==> src/design/ssd_pkg.sv <==
`default_nettype none
package ssd_pkg;

    localparam logic [2:0] KIND_RESTORE  = 3'd0;
    localparam logic [2:0] KIND_REMOVE   = 3'd1;
    localparam logic [2:0] KIND_BELOW    = 3'd2;
    localparam logic [2:0] KIND_ABOVE    = 3'd3;
    localparam logic [2:0] KIND_ASSIGN   = 3'd4;
    localparam logic [2:0] KIND_CONTAINS = 3'd5;

    typedef enum logic [2:0] {
        MODE_RESTORE,
        MODE_SCAN,
        MODE_BELOW,
        MODE_ABOVE,
        MODE_ASSIGN
    } t_mode;

    typedef struct packed {
        logic  accept;
        logic  rd_probe;
        logic  sweep_start;
        t_mode mode;
        logic  sweep_rd;
        logic  sweep_wr;
        logic  remove_one;
        logic  set_fail;
        logic  commit;
        logic  load_out;
    } t_cmd;

    typedef struct packed {
        logic [2:0] kind;
        logic       probe_live;
        logic       count_one;
        logic       v_le_low;
        logic       v_gt_high;
        logic       v_ge_high;
        logic       v_lt_low;
        logic       v_eq_bound;
        logic       sweep_last;
        logic       out_free;
    } t_stat;

endpackage
`default_nettype wire

==> src/design/ssd_if.sv <==
`default_nettype none
interface ssd_req_if #(parameter int VALUE_WIDTH = 32) ();
    logic                          valid;
    logic                          ready;
    logic [2:0]                    kind;
    logic signed [VALUE_WIDTH-1:0] value;

    modport source(output valid, output kind, output value, input ready);
    modport sink(input valid, input kind, input value, output ready);
endinterface

interface ssd_rsp_if #(parameter int VALUE_WIDTH = 32, parameter int COUNT_WIDTH = 9) ();
    logic                          valid;
    logic                          ready;
    logic                          ok;
    logic                          member;
    logic [COUNT_WIDTH-1:0]        live_total;
    logic signed [VALUE_WIDTH-1:0] lower;
    logic signed [VALUE_WIDTH-1:0] upper;

    modport source(output valid, output ok, output member, output live_total,
                   output lower, output upper, input ready);
    modport sink(input valid, input ok, input member, input live_total,
                 input lower, input upper, output ready);
endinterface
`default_nettype wire

==> src/design/ssd_cfg.sv <==
`default_nettype none
module ssd_cfg #(
    parameter int VALUE_WIDTH = 32,
    parameter int DW          = 32,
    parameter int PAW         = 3
) (
    input  wire                           i_clk,
    input  wire                           i_rst_n,
    input  wire                           psel,
    input  wire                           penable,
    input  wire                           pwrite,
    input  wire [PAW-1:0]                 paddr,
    input  wire [DW-1:0]                  pwdata,
    output logic [DW-1:0]                 prdata,
    output logic                          pready,
    output logic signed [VALUE_WIDTH-1:0] o_dom_low,
    output logic [8:0]                    o_dom_size,
    output logic                          o_cfg_wr
);

    logic signed [VALUE_WIDTH-1:0] r_low;
    logic [8:0]                    r_size;
    logic                          r_wr;
    logic                          wr;

    assign pready = 1'b1;
    assign wr     = psel & penable & pwrite;

    always_ff @(posedge i_clk) begin
        if (!i_rst_n) begin
            r_low  <= '0;
            r_size <= 9'd256;
            r_wr   <= 1'b0;
        end else begin
            r_wr <= wr;
            if (wr) begin
                if (paddr[PAW-1]) begin
                    r_size <= pwdata[8:0];
                end else begin
                    r_low <= VALUE_WIDTH'(pwdata);
                end
            end
        end
    end

    always_comb begin
        if (paddr[PAW-1]) begin
            prdata = DW'(r_size);
        end else begin
            prdata = DW'($unsigned(r_low));
        end
    end

    assign o_dom_low  = r_low;
    assign o_dom_size = r_size;
    assign o_cfg_wr   = r_wr;

endmodule
`default_nettype wire

==> src/design/ssd_dp.sv <==
`default_nettype none
module ssd_dp #(
    parameter int MAX_VALUES  = 256,
    parameter int VALUE_WIDTH = 32,
    parameter int AW          = 8,
    parameter int CW          = 9
) (
    input  wire                           i_clk,
    input  wire                           i_rst_n,
    input  ssd_pkg::t_cmd                 i_cmd,
    output ssd_pkg::t_stat                o_stat,
    input  wire [2:0]                     i_kind,
    input  wire signed [VALUE_WIDTH-1:0]  i_value,
    input  wire signed [VALUE_WIDTH-1:0]  i_dom_low,
    input  wire [8:0]                     i_dom_size,
    output logic                          o_valid,
    input  wire                           i_ready,
    output logic                          o_ok,
    output logic                          o_member,
    output logic [CW-1:0]                 o_total,
    output logic signed [VALUE_WIDTH-1:0] o_lower,
    output logic signed [VALUE_WIDTH-1:0] o_upper
);

    localparam int VW = VALUE_WIDTH;
    localparam int NW = (CW > 9) ? CW : 9;
    localparam int EW = ((VW + 1) > NW) ? (VW + 1) : NW;
    localparam logic [VW-1:0] VMAX = {1'b0, {(VW-1){1'b1}}};

    // one live flag per offset
    logic r_mem [MAX_VALUES];
    logic r_rd_data;

    logic [2:0]           r_kind;
    logic signed [VW-1:0] r_val;
    logic                 r_ok;
    logic [CW-1:0]        r_count;
    logic signed [VW-1:0] r_lo;
    logic signed [VW-1:0] r_hi;
    ssd_pkg::t_mode       r_mode;
    logic [AW-1:0]        r_addr;
    logic [CW-1:0]        r_acc_cnt;
    logic [AW-1:0]        r_min_off;
    logic [AW-1:0]        r_max_off;
    logic                 r_any;
    logic                 r_out_valid;
    logic                 r_out_ok;
    logic                 r_out_member;
    logic [CW-1:0]        r_out_total;
    logic signed [VW-1:0] r_out_lo;
    logic signed [VW-1:0] r_out_hi;

    logic [NW-1:0]        size_n;
    logic [NW-1:0]        size_c;
    logic [EW-1:0]        room;
    logic [CW-1:0]        eff;
    logic signed [VW:0]   diff;
    logic                 in_range;
    logic [AW-1:0]        offset;
    logic signed [VW-1:0] sweep_val;
    logic                 new_bit;
    logic                 wr_en;
    logic [AW-1:0]        wr_addr;
    logic                 wr_bit;
    logic                 rd_en;
    logic [AW-1:0]        rd_addr;
    logic                 last;
    logic                 out_free;

    always_comb begin
        size_n = (i_dom_size == 9'd0) ? NW'(1) : NW'(i_dom_size);
        size_c = (size_n > NW'(MAX_VALUES)) ? NW'(MAX_VALUES) : size_n;
        room   = EW'(VMAX) - $unsigned(EW'(i_dom_low));
        if (room < (EW'(size_c) - EW'(1))) begin
            eff = CW'(room + EW'(1));
        end else begin
            eff = CW'(size_c);
        end
    end

    assign diff      = (VW+1)'(r_val) - (VW+1)'(i_dom_low);
    assign in_range  = !diff[VW] && (EW'($unsigned(diff)) < EW'(eff));
    assign offset    = AW'($unsigned(diff));
    assign sweep_val = i_dom_low + VW'(r_addr);

    always_comb begin
        case (r_mode)
            ssd_pkg::MODE_RESTORE: new_bit = CW'(r_addr) < eff;
            ssd_pkg::MODE_SCAN:    new_bit = r_rd_data;
            ssd_pkg::MODE_BELOW:   new_bit = r_rd_data && !(sweep_val < r_val);
            ssd_pkg::MODE_ABOVE:   new_bit = r_rd_data && !(sweep_val > r_val);
            ssd_pkg::MODE_ASSIGN:  new_bit = r_rd_data && (r_addr == offset);
            default:               new_bit = r_rd_data;
        endcase
    end

    assign last = (r_mode == ssd_pkg::MODE_RESTORE) ? (r_addr == AW'(MAX_VALUES - 1))
                                                    : (CW'(r_addr) == (eff - CW'(1)));

    assign wr_en   = i_cmd.remove_one | i_cmd.sweep_wr;
    assign wr_addr = i_cmd.remove_one ? offset : r_addr;
    assign wr_bit  = i_cmd.remove_one ? 1'b0 : new_bit;
    assign rd_en   = i_cmd.rd_probe | i_cmd.sweep_rd;
    assign rd_addr = i_cmd.rd_probe ? offset : r_addr;

    always_ff @(posedge i_clk) begin
        if (wr_en) begin
            r_mem[wr_addr] <= wr_bit;
        end
        if (rd_en) begin
            r_rd_data <= r_mem[rd_addr];
        end
    end

    assign out_free = !r_out_valid || i_ready;

    always_ff @(posedge i_clk) begin
        if (!i_rst_n) begin
            r_out_valid <= 1'b0;
            r_count     <= '0;
            r_mode      <= ssd_pkg::MODE_RESTORE;
            r_addr      <= '0;
        end else begin
            if (i_cmd.load_out) begin
                r_out_valid <= 1'b1;
            end else if (i_ready) begin
                r_out_valid <= 1'b0;
            end
            if (i_cmd.remove_one) begin
                r_count <= r_count - CW'(1);
            end
            if (i_cmd.sweep_start) begin
                r_mode <= i_cmd.mode;
                r_addr <= '0;
            end else if (i_cmd.sweep_wr) begin
                r_addr <= r_addr + AW'(1);
            end
            if (i_cmd.commit) begin
                r_count <= r_acc_cnt;
            end
        end
    end

    always_ff @(posedge i_clk) begin
        if (i_cmd.accept) begin
            r_kind <= i_kind;
            r_val  <= i_value;
            r_ok   <= 1'b1;
        end
        if (i_cmd.set_fail) begin
            r_ok <= 1'b0;
        end
        if (i_cmd.sweep_start) begin
            r_acc_cnt <= '0;
            r_any     <= 1'b0;
        end else if (i_cmd.sweep_wr && new_bit) begin
            r_acc_cnt <= r_acc_cnt + CW'(1);
            r_any     <= 1'b1;
            r_max_off <= r_addr;
            if (!r_any) begin
                r_min_off <= r_addr;
            end
        end
        if (i_cmd.commit) begin
            r_lo <= i_dom_low + VW'(r_min_off);
            r_hi <= i_dom_low + VW'(r_max_off);
        end
        if (i_cmd.load_out) begin
            r_out_ok     <= r_ok;
            r_out_member <= r_rd_data && in_range && (r_val >= r_lo) && (r_val <= r_hi);
            r_out_total  <= r_count;
            r_out_lo     <= r_lo;
            r_out_hi     <= r_hi;
        end
    end

    always_comb begin
        o_stat.kind       = r_kind;
        o_stat.probe_live = in_range && r_rd_data;
        o_stat.count_one  = r_count == CW'(1);
        o_stat.v_le_low   = r_val <= r_lo;
        o_stat.v_gt_high  = r_val > r_hi;
        o_stat.v_ge_high  = r_val >= r_hi;
        o_stat.v_lt_low   = r_val < r_lo;
        o_stat.v_eq_bound = (r_val == r_lo) || (r_val == r_hi);
        o_stat.sweep_last = last;
        o_stat.out_free   = out_free;
    end

    assign o_valid  = r_out_valid;
    assign o_ok     = r_out_ok;
    assign o_member = r_out_member;
    assign o_total  = r_out_total;
    assign o_lower  = r_out_lo;
    assign o_upper  = r_out_hi;

endmodule
`default_nettype wire

==> src/design/ssd_ctrl.sv <==
`default_nettype none
module ssd_ctrl (
    input  wire            i_clk,
    input  wire            i_rst_n,
    input  wire            i_cfg_wr,
    input  wire            i_valid,
    output logic           o_ready,
    input  ssd_pkg::t_stat i_stat,
    output ssd_pkg::t_cmd  o_cmd
);

    typedef enum logic [3:0] {
        S_RESTART,
        S_IDLE,
        S_PROBE,
        S_DECIDE,
        S_SWEEP_RD,
        S_SWEEP_WR,
        S_COMMIT,
        S_FINAL_RD,
        S_FINAL
    } t_state;

    t_state r_state;
    t_state n_state;
    logic   r_reply;
    logic   n_reply;

    assign o_ready = (r_state == S_IDLE) && !i_cfg_wr;

    always_comb begin
        o_cmd   = '0;
        o_cmd.mode = ssd_pkg::MODE_SCAN;
        n_state = r_state;
        n_reply = r_reply;
        case (r_state)
            S_RESTART: begin
                o_cmd.sweep_start = 1'b1;
                o_cmd.mode        = ssd_pkg::MODE_RESTORE;
                n_reply           = 1'b0;
                n_state           = S_SWEEP_RD;
            end
            S_IDLE: begin
                if (i_valid && !i_cfg_wr) begin
                    o_cmd.accept = 1'b1;
                    n_state      = S_PROBE;
                end
            end
            S_PROBE: begin
                o_cmd.rd_probe = 1'b1;
                n_state        = S_DECIDE;
            end
            S_DECIDE: begin
                n_state = S_FINAL_RD;
                n_reply = 1'b1;
                case (i_stat.kind)
                    ssd_pkg::KIND_RESTORE: begin
                        o_cmd.sweep_start = 1'b1;
                        o_cmd.mode        = ssd_pkg::MODE_RESTORE;
                        n_state           = S_SWEEP_RD;
                    end
                    ssd_pkg::KIND_REMOVE: begin
                        if (i_stat.probe_live) begin
                            if (i_stat.count_one) begin
                                o_cmd.set_fail = 1'b1;
                            end else begin
                                o_cmd.remove_one = 1'b1;
                                if (i_stat.v_eq_bound) begin
                                    o_cmd.sweep_start = 1'b1;
                                    o_cmd.mode        = ssd_pkg::MODE_SCAN;
                                    n_state           = S_SWEEP_RD;
                                end
                            end
                        end
                    end
                    ssd_pkg::KIND_BELOW: begin
                        if (!i_stat.v_le_low) begin
                            if (i_stat.v_gt_high) begin
                                o_cmd.set_fail = 1'b1;
                            end else begin
                                o_cmd.sweep_start = 1'b1;
                                o_cmd.mode        = ssd_pkg::MODE_BELOW;
                                n_state           = S_SWEEP_RD;
                            end
                        end
                    end
                    ssd_pkg::KIND_ABOVE: begin
                        if (!i_stat.v_ge_high) begin
                            if (i_stat.v_lt_low) begin
                                o_cmd.set_fail = 1'b1;
                            end else begin
                                o_cmd.sweep_start = 1'b1;
                                o_cmd.mode        = ssd_pkg::MODE_ABOVE;
                                n_state           = S_SWEEP_RD;
                            end
                        end
                    end
                    ssd_pkg::KIND_ASSIGN: begin
                        if (!i_stat.probe_live) begin
                            o_cmd.set_fail = 1'b1;
                        end else begin
                            o_cmd.sweep_start = 1'b1;
                            o_cmd.mode        = ssd_pkg::MODE_ASSIGN;
                            n_state           = S_SWEEP_RD;
                        end
                    end
                    default: begin
                    end
                endcase
            end
            S_SWEEP_RD: begin
                o_cmd.sweep_rd = 1'b1;
                n_state        = S_SWEEP_WR;
            end
            S_SWEEP_WR: begin
                o_cmd.sweep_wr = 1'b1;
                n_state        = i_stat.sweep_last ? S_COMMIT : S_SWEEP_RD;
            end
            S_COMMIT: begin
                o_cmd.commit = 1'b1;
                n_state      = r_reply ? S_FINAL_RD : S_IDLE;
            end
            S_FINAL_RD: begin
                o_cmd.rd_probe = 1'b1;
                n_state        = S_FINAL;
            end
            S_FINAL: begin
                if (i_stat.out_free) begin
                    o_cmd.load_out = 1'b1;
                    n_state        = S_IDLE;
                end
            end
            default: begin
                n_state = S_RESTART;
            end
        endcase
        if (i_cfg_wr) begin
            n_state = S_RESTART;
        end
    end

    always_ff @(posedge i_clk) begin
        if (!i_rst_n) begin
            r_state <= S_RESTART;
            r_reply <= 1'b0;
        end else begin
            r_state <= n_state;
            r_reply <= n_reply;
        end
    end

endmodule
`default_nettype wire

==> src/design/sparse_set_domain_core.sv <==
// Sparse-set integer domain.
// Requests arrive on i_req (kind, value) and each one returns exactly one
// word on o_rsp (ok, member, live_total, lower, upper), unless a register
// write restarts the domain first. Both channels use a valid/ready
// handshake; the domain range is set over the APB port, and any register
// write restores the full domain.
// Live flags sit in a single-port-write, single-port-read memory of
// MAX_VALUES bits; every request costs a probe read and a final read of its
// operand. Restore, threshold removal, assign and a remove that hits a bound
// also sweep the memory, reading then writing each entry, and end with a
// commit step: restore walks all MAX_VALUES entries, the others the
// effective domain size.
// After reset a restore runs with i_req.ready low; after a register write
// ready stays low until the restore that it starts is done.
// The result sits in an output register; a stalled receiver holds it there
// and the next request is taken, but its result waits until the register
// frees.
`default_nettype none
module sparse_set_domain_core #(
    parameter int MAX_VALUES  = 256,
    parameter int VALUE_WIDTH = 32
) (
    input  wire                                  i_clk,
    input  wire                                  i_rst_n,
    ssd_req_if.sink                              i_req,
    ssd_rsp_if.source                            o_rsp,
    input  wire                                  psel,
    input  wire                                  penable,
    input  wire                                  pwrite,
    input  wire [((VALUE_WIDTH > 32) ? 4 : 3)-1:0] paddr,
    input  wire [((VALUE_WIDTH > 32) ? 64 : 32)-1:0] pwdata,
    output logic [((VALUE_WIDTH > 32) ? 64 : 32)-1:0] prdata,
    output logic                                 pready
);

    localparam int DW  = (VALUE_WIDTH > 32) ? 64 : 32;
    localparam int PAW = (VALUE_WIDTH > 32) ? 4 : 3;
    localparam int AW  = (MAX_VALUES > 1) ? $clog2(MAX_VALUES) : 1;
    localparam int CW  = $clog2(MAX_VALUES + 1);

    logic signed [VALUE_WIDTH-1:0] dom_low;
    logic [8:0]                    dom_size;
    logic                          cfg_wr;
    ssd_pkg::t_cmd                 cmd;
    ssd_pkg::t_stat                stat;

    ssd_cfg #(
        .VALUE_WIDTH(VALUE_WIDTH),
        .DW         (DW),
        .PAW        (PAW)
    ) u_cfg (
        .i_clk     (i_clk),
        .i_rst_n   (i_rst_n),
        .psel      (psel),
        .penable   (penable),
        .pwrite    (pwrite),
        .paddr     (paddr),
        .pwdata    (pwdata),
        .prdata    (prdata),
        .pready    (pready),
        .o_dom_low (dom_low),
        .o_dom_size(dom_size),
        .o_cfg_wr  (cfg_wr)
    );

    ssd_ctrl u_ctrl (
        .i_clk   (i_clk),
        .i_rst_n (i_rst_n),
        .i_cfg_wr(cfg_wr),
        .i_valid (i_req.valid),
        .o_ready (i_req.ready),
        .i_stat  (stat),
        .o_cmd   (cmd)
    );

    ssd_dp #(
        .MAX_VALUES (MAX_VALUES),
        .VALUE_WIDTH(VALUE_WIDTH),
        .AW         (AW),
        .CW         (CW)
    ) u_dp (
        .i_clk     (i_clk),
        .i_rst_n   (i_rst_n),
        .i_cmd     (cmd),
        .o_stat    (stat),
        .i_kind    (i_req.kind),
        .i_value   (i_req.value),
        .i_dom_low (dom_low),
        .i_dom_size(dom_size),
        .o_valid   (o_rsp.valid),
        .i_ready   (o_rsp.ready),
        .o_ok      (o_rsp.ok),
        .o_member  (o_rsp.member),
        .o_total   (o_rsp.live_total),
        .o_lower   (o_rsp.lower),
        .o_upper   (o_rsp.upper)
    );

endmodule
`default_nettype wire
==> src/flat_wrapper.sv <==
// flat-port wrapper written by rule: the top's interface ports become plain ports
module sparse_set_domain_core_flat 
#(
    parameter int MAX_VALUES  = 256,
    parameter int VALUE_WIDTH = 32
)
  (i_clk, i_rst_n, psel, penable, pwrite, paddr, pwdata, prdata, pready, i_req_valid, i_req_kind, i_req_value, i_req_ready, o_rsp_valid, o_rsp_ok, o_rsp_member, o_rsp_live_total, o_rsp_lower, o_rsp_upper, o_rsp_ready);
  ssd_req_if #(.VALUE_WIDTH(VALUE_WIDTH)) i_req_i ();
  ssd_rsp_if #(.VALUE_WIDTH(VALUE_WIDTH)) o_rsp_i ();
  input  wire i_clk;
  input  wire i_rst_n;
  input  wire psel;
  input  wire penable;
  input  wire pwrite;
  input  wire [((VALUE_WIDTH > 32) ? 4 : 3)-1:0] paddr;
  input  wire [((VALUE_WIDTH > 32) ? 64 : 32)-1:0] pwdata;
  output logic [((VALUE_WIDTH > 32) ? 64 : 32)-1:0] prdata;
  output logic pready;
  input wire logic [$bits(i_req_i.valid)-1:0] i_req_valid;
  input wire logic [$bits(i_req_i.kind)-1:0] i_req_kind;
  input wire logic [$bits(i_req_i.value)-1:0] i_req_value;
  output wire logic [$bits(i_req_i.ready)-1:0] i_req_ready;
  output wire logic [$bits(o_rsp_i.valid)-1:0] o_rsp_valid;
  output wire logic [$bits(o_rsp_i.ok)-1:0] o_rsp_ok;
  output wire logic [$bits(o_rsp_i.member)-1:0] o_rsp_member;
  output wire logic [$bits(o_rsp_i.live_total)-1:0] o_rsp_live_total;
  output wire logic [$bits(o_rsp_i.lower)-1:0] o_rsp_lower;
  output wire logic [$bits(o_rsp_i.upper)-1:0] o_rsp_upper;
  input wire logic [$bits(o_rsp_i.ready)-1:0] o_rsp_ready;
  assign i_req_i.valid = i_req_valid;
  assign i_req_i.kind = i_req_kind;
  assign i_req_i.value = i_req_value;
  assign i_req_ready = i_req_i.ready;
  assign o_rsp_valid = o_rsp_i.valid;
  assign o_rsp_ok = o_rsp_i.ok;
  assign o_rsp_member = o_rsp_i.member;
  assign o_rsp_live_total = o_rsp_i.live_total;
  assign o_rsp_lower = o_rsp_i.lower;
  assign o_rsp_upper = o_rsp_i.upper;
  assign o_rsp_i.ready = o_rsp_ready;
  sparse_set_domain_core #(.MAX_VALUES(MAX_VALUES), .VALUE_WIDTH(VALUE_WIDTH)) u_core (.i_clk(i_clk), .i_rst_n(i_rst_n), .i_req(i_req_i), .o_rsp(o_rsp_i), .psel(psel), .penable(penable), .pwrite(pwrite), .paddr(paddr), .pwdata(pwdata), .prdata(prdata), .pready(pready));
endmodule
==> config.mk <==
export PLATFORM = sky130hd
export DESIGN_NAME = sparse_set_domain_core_flat
export DESIGN_NICKNAME = d
export VERILOG_FILES = /design/src/design/ssd_pkg.sv /design/src/design/ssd_if.sv /design/src/design/ssd_cfg.sv /design/src/design/ssd_dp.sv /design/src/design/ssd_ctrl.sv /design/src/design/sparse_set_domain_core.sv /design/src/flat_wrapper.sv
export SDC_FILE = /design/constraint.sdc
export NUM_CORES = 1
export LEC_CHECK = 0
export CORE_ASPECT_RATIO = 0.7
export CORE_UTILIZATION = 25
export DETAILED_ROUTE_END_ITERATION = 10
export DONT_BUFFER_PORTS = 1
export PLACE_DENSITY = 0.47
export SLEW_MARGIN = 10
export SYNTH_ARGS = -nofsm -noshare
export SYNTH_HDL_FRONTEND = slang
export SYNTH_SLANG_ARGS = --single-unit
==> constraint.sdc <==
create_clock -name i_clk -period 18.25 [get_ports i_clk]
set_input_delay 2.7375 -clock i_clk [delete_from_list [all_inputs] [get_ports i_clk]]
set_output_delay 2.7375 -clock i_clk [all_outputs]
set_load 0.02 [all_outputs]
Yosys cells after proc, flatten, opt, wreduce, memory -nomap -nowiden. Memory sizes are Yosys's and may differ from the RTL's. A register that Yosys moved wholly into a read port is not among the register bits. Cells that the tools add are included.

$add $sub $neg: 11. Order comparisons: 12. Equality and inequality tests: 23. Multiplexer cells: 59. Bitwise operators: 8. Reductions and logical operators: 32.

Operators with widths (number): adder 32 x 8 -> 32 bit (3); == test 32 bit (2); greater-or-equal comparator 32 bit (2); greater-than comparator 32 bit (2); less-or-equal comparator 32 bit (2); < comparator 32 bit (2); 2-to-1 mux 9 bit (5); 2-to-1 mux 4 bit (11); case mux 4 bit (5 select lines) (2); case mux 4 bit (9 select lines) (1); < comparator 33 bit (1); < comparator 33 x 9 -> 1 bit (1); subtractor 32 x 32 -> 33 bit (1); subtractor 32 x 32 -> 33 bit, first input constant (1); 2-to-1 mux 32 bit (1); 2-to-1 mux 1 bit (22); 2-to-1 mux 2 bit (10); adder 9 x 1 -> 9 bit, second input constant (2); subtractor 9 x 1 -> 9 bit, second input constant (2); == test 4 x 3 -> 1 bit, second input constant (4); 2-to-1 mux 8 bit (2); == test 3 x 2 -> 1 bit, second input constant (4); logical AND 1 bit (10); subtractor 9 x 1 -> 10 bit, second input constant (1); other kinds (30) (51).

Register bits: 269. RAM bits: 256. Output and inout port bits: 110. Word-level logic and storage cells: 169. Memories: 1.

Memories: u_core.u_dp.r_mem (words 256, bits a word 1, rd ports 1, clocked after memory_dff 1, wr ports 1, line ssd_dp.sv:31) `logic r_mem [MAX_VALUES];`.

Logic depth before layout (Yosys ltp). Gate-level depths: netlist of the first run.

Depth after elaboration: 16. Mapped depth: 33. Mapped depth without buffers: 28.

Hierarchy. Synthesis of the first run repeated with hierarchy kept, for this count alone.

Cells, all modules: 3022. Area, all modules: 29997.5 µm².

By module, submodules not included: ssd_dp (instances 1, cells an instance 2721, area each 27436.3 µm²); ssd_cfg (instances 1, cells an instance 211, area each 1948.1 µm²); ssd_ctrl (instances 1, cells an instance 90, area each 613.1 µm²).

Worst setup path after synthesis of the first run. Ideal clock, no wire load.

Path type: reg2reg. From: reg u_core.u_cfg.r_size[5], in the netlist u_core.u_cfg.o_dom_size[5]. To: mem u_core.u_dp.r_mem[0] (data pin). Arrival: 12.098 ns. Setup slack: 4.693 ns. Stages on the path, launching flop included: 31. Path through: dfxtp_1 > clkbuf_1 > or3_1 > or3_1 > a21oi_1 > inv_1 > ha_1 > inv_1 > nor4_1 > a21oi_1 > ha_1 > nand4_1 > nor3_1 > o41ai_1 > o211ai_1 > a211oi_1 > clkbuf_1 > clkbuf_1 > a21oi_1 > ha_1 > a21o_1 > nand2_1 > a311oi_1 > a2111oi_0 > and3_1 > nand4_1 > or4b_4 > nor4_4 > buf_6 > buf_2 > nor2b_1.

Word-level cells in the longest chain between the ends: 14. Elaborated cells on any way between the ends: 16. Classes of those cells: 1 x add/sub; 4 x order compare; 8 x mux; 3 x reduce/logical.

Ends and longest elaborated chain: from (decl) (line ssd_cfg.sv:22) `logic [8:0] r_size;`; from (signal assigned) (line ssd_cfg.sv:38) `r_size <= pwdata[8:0];`; zero test 9 bit (line ssd_dp.sv:71) `size_n = (i_dom_size == 9'd0) ? NW'(1) : NW'(i_dom_size);`; 2-to-1 mux 9 bit * (line ssd_dp.sv:71); greater-than comparator 9 bit (line ssd_dp.sv:72) `size_c = (size_n > NW'(MAX_VALUES)) ? NW'(MAX_VALUES) : size_n;`; 2-to-1 mux 9 bit * (line ssd_dp.sv:72); subtractor 9 x 1 -> 10 bit (line ssd_dp.sv:74) `if (room < (EW'(size_c) - EW'(1))) begin`; < comparator 33 bit (line ssd_dp.sv:74); 2-to-1 mux 9 bit * (line ssd_dp.sv:74); < comparator 33 x 9 -> 1 bit (line ssd_dp.sv:82) `assign in_range = !diff[VW] && (EW'($unsigned(diff)) < EW'(eff));`; logical AND 1 bit (line ssd_dp.sv:82); logical AND 1 bit (line ssd_dp.sv:179) `o_stat.probe_live = in_range && r_rd_data;`; 2-to-1 mux 2 bit (line ssd_ctrl.sv:63) `if (i_stat.probe_live) begin`; 2-to-1 mux 1 bit (line ssd_ctrl.sv:56) `case (i_stat.kind)`; 2-to-1 mux 2 bit (line ssd_ctrl.sv:36) `case (r_state)`; 2-to-1 mux 1 bit * (line ssd_dp.sv:102) `assign wr_bit = i_cmd.remove_one ? 1'b0 : new_bit;`; via u_core.u_dp.wr_bit (line ssd_dp.sv:64) `logic wr_bit;`; to (decl) (line ssd_dp.sv:31).

The timed path passes the listed nets; every way through them passes the cells marked *.

Worst setup path after layout of the first run.
From: reg u_core.u_cfg.r_size[5], in the netlist u_core.u_cfg.o_dom_size[5]. To: mem u_core.u_dp.r_mem[186] (enable).

Word-level cells in the longest chain between the ends: 16. Elaborated cells on any way between the ends: 17. Classes of those cells: 1 x add/sub; 3 x order compare; 9 x mux; 1 x bitwise; 3 x reduce/logical.

Ends and longest elaborated chain: zero test 9 bit (line ssd_dp.sv:71); 2-to-1 mux 9 bit * (line ssd_dp.sv:71); greater-than comparator 9 bit (line ssd_dp.sv:72); 2-to-1 mux 9 bit * (line ssd_dp.sv:72); subtractor 9 x 1 -> 10 bit (line ssd_dp.sv:74); < comparator 33 bit (line ssd_dp.sv:74); 2-to-1 mux 9 bit * (line ssd_dp.sv:74); < comparator 33 x 9 -> 1 bit * (line ssd_dp.sv:82); logical AND 1 bit * (line ssd_dp.sv:82); logical AND 1 bit * (line ssd_dp.sv:179); 2-to-1 mux 2 bit * (line ssd_ctrl.sv:63); 2-to-1 mux 1 bit * (line ssd_ctrl.sv:56); 2-to-1 mux 2 bit * (line ssd_ctrl.sv:36); OR 1 bit (line ssd_dp.sv:100) `assign wr_en = i_cmd.remove_one | i_cmd.sweep_wr;`; 2-to-1 mux 1 bit (line ssd_dp.sv:107) `if (wr_en) begin`; 2-to-1 mux 1 bit (not written as such) (line ssd_dp.sv:108) `r_mem[wr_addr] <= wr_bit;`.

Mark *: on every way between the ends. The rest lies on a longest branch, timed or not.

==> results.toml, run 1 <==
[synth]
seq_area_frac_synth_pct = 48.99
syn_avg_cell_area_um2 = 10.78
netlist_instances = 2841
yosys_warnings = 0
netlist_area_um2 = 30630
synth_top_area_share_pct = 43.82
synth_cell_types = 100
synth.top_cells.by_area = "edfxtp_1 (44%), ha_1 (8.3%), dfxtp_1 (5.2%), mux4_2 (4.7%), nor2_1 (4.3%)"
yosysTopAreaCell = "edfxtp_1"
synthTopCellsByCount = "edfxtp_1 (447), nor2_1 (348), nand2_1 (243)"
async_flop_share_pct = 0
synth_most_common_cell = "edfxtp_1"
ys_ff_latch = 526
yosys_most_used_dff = "edfxtp_1"
synth_edf_count = 447

[placement]
port_buffers = 0
dpl.cell_count = 4423
dpl_cell_area_um2 = 32640
dp_hpwl_um = 71360
place_congestion = 0.8824

[setup_path]
end_kind = "flop"
crit_path_max_incr_delay_ns = 0.99
crit_family = "compound AO/OA/AOI/OAI gates"
cp_data_required_time_ns = 18.56
cpMaxStageDelayCell = "a211oi_4"
worstPathMaxFanout = 35
crit_buf_inv = 3
crit_type = "reg -> reg"
start_kind = "flop"
crit_arrival_ns = 9.81

[timing]
worst_pin_slew_ns = 1.221
hold_violations = 0
fin_skew_ns = 0.03004
rsz0062_at_grt = "no"
period_needed_ns = 9.497
max_freq_mhz = 105.3
whs_ns = 0.4471
setup_tns_ns = 0
setup_viol = 0
relSlewSlack_pct = 18.60
period_share_pct = 52.04
slew_viol_final = 0

[clock_tree]
cts_max_level = 2
cts_tree = "built"
cts_hold_buf = 0
cts_buffers = 58
cts_sinks = 526
cts_resized = 0
clk_latency_ns = 0.64
clock_path_buffers = 3
cts_setup_buffers = 0
clkTransAtPathRegs_ns = 0.06
cts_root_buf = "clkbuf_16"

[power]
power_switching_mw = 0.7012
sw_frac_of_total_pct = 25.07
internal_power_mw = 2.095
finalPower_mw = 2.797
clockPowerShare_pct = 41.8
power_density_nw_per_um2 = 81.07
combPwrFrac_pct = 9.6
pwr-share-seq_pct = 48.6
vdd_drop_max_v = 0.00006572
leakage_nw = 11.97

[route]
drt-total-wl_um = 97940
drt_pass1_iterations = 5
drt_iter0_drc = 2182
vias = 21916
wl_per_cell_um = 21.60
ant_nets = 0
vias_per_cell = 4.833
drc = 0

[final_layout]
area_delta_synth_final_pct = 12.62
postLayoutCellArea_um2 = 34490
fillers = 12823
final_net_count = 3133
fin_cells = 4535
drive_gt1_share_pct = 12.51

[die]
core_area_um2 = 121600
start_util_pct = 25.20
die_h_um = 294.9
rows = 107
die-area_um2 = 123900
ios = 187
chipWidth_um = 420.4

[global_route]
grt_pass1_vias = 20832
grt_max_degree = 257
antenna_found_initial = 15
gr-usage-all-layers_pct = 15.62
overflow = 0
grt_pass1_wl_um = 143200

[run]
drv_cap = 0

[hold_path]
min_path_type = "reg -> reg"

[run_status]
outcome = "complete, no violations"
-- worst register-to-register path, delay by kind of cell (launching register included) --
| family | cells | cell delay (ns) |
|---|---|---|
| buffers and inverters | 3 | 0.66 |
| AOI/OAI and AO/OA | 9 | 3.26 |
| muxes | 1 | 0.88 |
| adders and majority gates | 3 | 0.87 |
| DFF | 1 | 0.40 |
| and+or+nand+nor | 13 | 3.09 |
-- kinds of logic after synthesis --
kind of cell,count (synthesis),synth area share (%)
simple gates,1018,16.12
compound gates,494,10.36
other cells,1,0.01224
fa+ha+maj,208,8.595
buf+inv,308,4.330
mux,141,7.357
xor+xnor,145,4.236
flops,526,48.99
-- final cells by class --
type	count	area [um^2]	area share [%]
antenna	7	17.52	0.05078
clock buffer	76	1569	4.549
clock inverter	29	271.5	0.7871
inverter	175	656.9	1.904
multi-input combinational	2029	14480	41.98
sequential	526	15000	43.50
tap	1635	2046	5.931
timing repair buffer	58	447.9	1.299
-- power groups by stage --
stage               logic [mW]  clock network, mW  registers, mW
floorplan                0.192                  0           1.38
global placement         0.267                  0           1.38
detailed placement       0.267                  0           1.38
CTS                      0.269               1.20           1.36
global route             0.297               1.24           1.36
finish                   0.268               1.17           1.36
-- placed cells by master (no fill, tap or decap), types with 44 or more instances in the layout --
master	count
edfxtp_1	447
nor2_1	348
nand2_1	243
ha_1	204
a21oi_1	185
inv_1	159
xnor2_1	114
nor2_2	81
dfxtp_1	79
o21ai_0	77
mux4_2	64
mux2i_1	60
nor3_1	58
clkbuf_16	58
buf_4	57
nand3_1	48
nand4_1	44
-- sequential cells by signal, indices dropped and copies added (netlist names), 32 cells and up --
name,flops
u_core.u_dp.o_lower,32
u_core.u_dp.r_mem,256
u_core.u_dp.o_upper,32
u_core.u_dp.r_lo,32
u_core.u_cfg.o_dom_low,32
u_core.u_dp.r_val,32
u_core.u_dp.r_hi,32
-- routing by layer --
layer,up-vias,part of all wire [%],GRT usage (%)
met5,-,0.094,0
met4,12,1.5,2.776
met3,100,8.4,4.163
met2,676,39,21.19
met1,10806,51,24.34
li1,10322,-,-
-- worst paths after layout --
| check | from | endpoint | slack [ns] | cells past startpoint |
|---|---|---|---|---|
| hold reg to reg | u_core.u_dp.r_lo[19]$_DFFE_PP_ | u_core.u_dp.o_lower[19]$_DFFE_PP_ | 0.45 | 0 |
| hold / removal | u_core.u_dp.r_lo[19]$_DFFE_PP_ | u_core.u_dp.o_lower[19]$_DFFE_PP_ | 0.45 | 0 |
| setup / recovery | u_core.u_cfg.o_dom_size[5]$_SDFFE_PN0P_ | u_core.u_dp.r_mem[186]$_DFFE_PP_ | 8.75 | 29 |
| setup reg to reg | u_core.u_cfg.o_dom_size[5]$_SDFFE_PN0P_ | u_core.u_dp.r_mem[186]$_DFFE_PP_ | 8.75 | 29 |
-- metrics by stage --
stage / setup WS, ns / utilization [%]
after CTS: 8.806 / 28.36
after global routing: 8.175 / 28.37
after floorplan: 4.693 / -
final: 8.753 / 28.38
after detailed placement: 8.885 / 26.85
after global placement: 8.870 / 26.84
Note: power is estimated with default switching activity, not from simulation.
==> run 2: changes to the inputs <==
clock period = 9.9 ns   (was 18.25 ns; I/O delays follow)
==> run 2 against run 1 <==
Clock power is 89% higher. Sequential power up 84%. Setup slack got worse by 7.8 ns. Combinational power is 86% higher. Worst hold slack lost 0.0037 ns. Critical path depth up 1. Final area rose by 0.27%. Utilization increased by 0.076 points. First-iteration DRC count is 7.7% lower. Die area is the same. Largest cell class unchanged.
==> results.toml, run 2 (synthesized netlist as in run 1, its figures left out) <==
[setup_path]
crit_type = "reg -> reg"
start_kind = "flop"
r2r_slack_ns = 0.92
crit_path_max_incr_delay_ns = 0.96
cp_data_required_time_ns = 10.27
cp_common_cell = "a21oi_1"
r2r-start = "u_core.u_cfg.o_dom_size[5]$_SDFFE_PN0P_"
end_kind = "flop"
reg2reg_depth = 30
r2r-end = "u_core.u_dp.r_mem[165]$_DFFE_PP_"
worstPathMaxFanout = 26
crit_arrival_ns = 9.35
cpMaxStageDelayCell = "a211oi_4"

[die]
start_util_pct = 25.20
rows = 107
die_h_um = 294.9
chipWidth_um = 420.4
die-area_um2 = 123900
core_area_um2 = 121600
ios = 187

[clock_tree]
cts_resized = 0
cts_max_level = 2
cts_sinks = 526
cts_buffers = 58
clock_path_buffers = 3
cts_setup_buffers = 0
cts_hold_buf = 0
cts_root_buf = "clkbuf_16"
cts_tree = "built"
clk_latency_ns = 0.66
clkTransAtPathRegs_ns = 0.08

[placement]
port_buffers = 0
preCtsSetupSlack_ns = 1.060
dpl.cell_count = 4423
place_congestion = 0.8919
dpl_cell_area_um2 = 32640
dp_hpwl_um = 71170

[final_layout]
drive_gt1_share_pct = 12.77
postLayoutCellArea_um2 = 34590
layout_common_cells = "edfxtp_1 (447), nor2_1 (348), nand2_1 (243), ha_1 (204), a21oi_1 (186)"
area_delta_synth_final_pct = 12.92
largest_reg_flops = 256
utilization_pct = 28.45
final_net_count = 3133
largest-register = "u_core.u_dp.r_mem"
final_common_cell = "edfxtp_1"
fin_cells = 4538
fillers = 12745

[global_route]
overflow = 0
gr-usage-all-layers_pct = 15.67
grt_max_degree = 176
grt_pass1_vias = 20761
grt_pass1_wl_um = 143100
antenna_found_initial = 14

[timing]
relSlewSlack_pct = 19.59
whs_ns = 0.4433
setup_viol = 0
slew_viol_final = 0
hold_violations = 0
period_needed_ns = 8.977
setup_tns_ns = 0
layout_setup_ws_ns = 0.9234
max_freq_mhz = 111.4
rsz0062_at_grt = "no"
period_share_pct = 90.67
fin_skew_ns = 0.03607
worst_pin_slew_ns = 1.206

[power]
power_density_nw_per_um2 = 150.8
leakage_nw = 12.00
vdd_drop_max_v = 0.0001370
finalPower_mw = 5.217

[route]
drt_pass1_iterations = 8
drt_iter0_drc = 2014
vias_per_cell = 4.867
vias = 22085
wl_per_cell_um = 21.65
ant_nets = 0
drc = 0
drt-total-wl_um = 98270

[hold_path]
min_to = "u_core.u_dp.o_upper[29]$_DFFE_PP_"
min_path_cells = 0
min_path_type = "reg -> reg"
hold_start = "u_core.u_dp.r_hi[29]$_DFFE_PP_"

[run_status]
outcome = "complete, no violations"

[run]
drv_cap = 0
[run 2: cell type report]
type / count / area (um^2) / area share [%]
Tap cell: 1635 / 2046 / 5.915
Antenna cell: 5 / 12.51 / 0.03618
Clock inverter: 36 / 350.3 / 1.013
Clock buffer: 74 / 1584 / 4.580
Timing Repair Buffer: 58 / 447.9 / 1.295
Inverter: 175 / 656.9 / 1.899
Sequential cell: 526 / 15000 / 43.38
Multi-Input combinational cell: 2029 / 14490 / 41.88
[run 2: where the power goes]
| group | internal [mW] | switching [mW] |
|---|---|---|
| Clock | 1.25 | 0.966 |
| Sequential | 2.47 | 0.0362 |
| Combinational | 0.175 | 0.322 |
[run 2: per-layer routing]
layer  wire length [um]  part of all wire (%)  vias to the layer above  global-route usage [%]
met4               1435                   1.5                       12                   2.794
li1                   -                     -                    10329                       -
met2              39250                    40                      656                   21.55
met3               7387                   7.5                       98                   3.596
met1              50100                    51                    10990                   24.55
met5                 92                 0.094                        -                       0
[run 2: worst max-delay path, delay by kind of cell, from the launching register on]
kind	cells	cell delay, ns
buffers and inverters	4	0.85
flip-flops	1	0.40
AO/OA/AOI/OAI	10	3.88
adder cells (fa/ha/maj)	3	0.89
AND/OR/NAND/NOR	13	2.66
[run 2: how the worst max path moves through the flow]
stage,slack [ns],end,cells after the start,from
floorplan,1.37,u_core.u_dp.r_mem[0]$_DFFE_PP_,27,u_core.u_cfg.o_dom_size[5]$_SDFFE_PN0P_
global placement,1.11,u_core.u_dp.r_mem[181]$_DFFE_PP_,30,u_core.u_cfg.o_dom_size[3]$_SDFFE_PN0P_
detailed placement,1.06,u_core.u_dp.r_mem[83]$_DFFE_PP_,28,u_core.u_cfg.o_dom_size[2]$_SDFFE_PN0P_
CTS,0.98,u_core.u_dp.r_mem[165]$_DFFE_PP_,30,u_core.u_cfg.o_dom_size[3]$_SDFFE_PN0P_
global route,0.20,u_core.u_dp.r_mem[227]$_DFFE_PP_,28,u_core.u_cfg.o_dom_size[5]$_SDFFE_PN0P_
finish,0.92,u_core.u_dp.r_mem[165]$_DFFE_PP_,30,u_core.u_cfg.o_dom_size[5]$_SDFFE_PN0P_
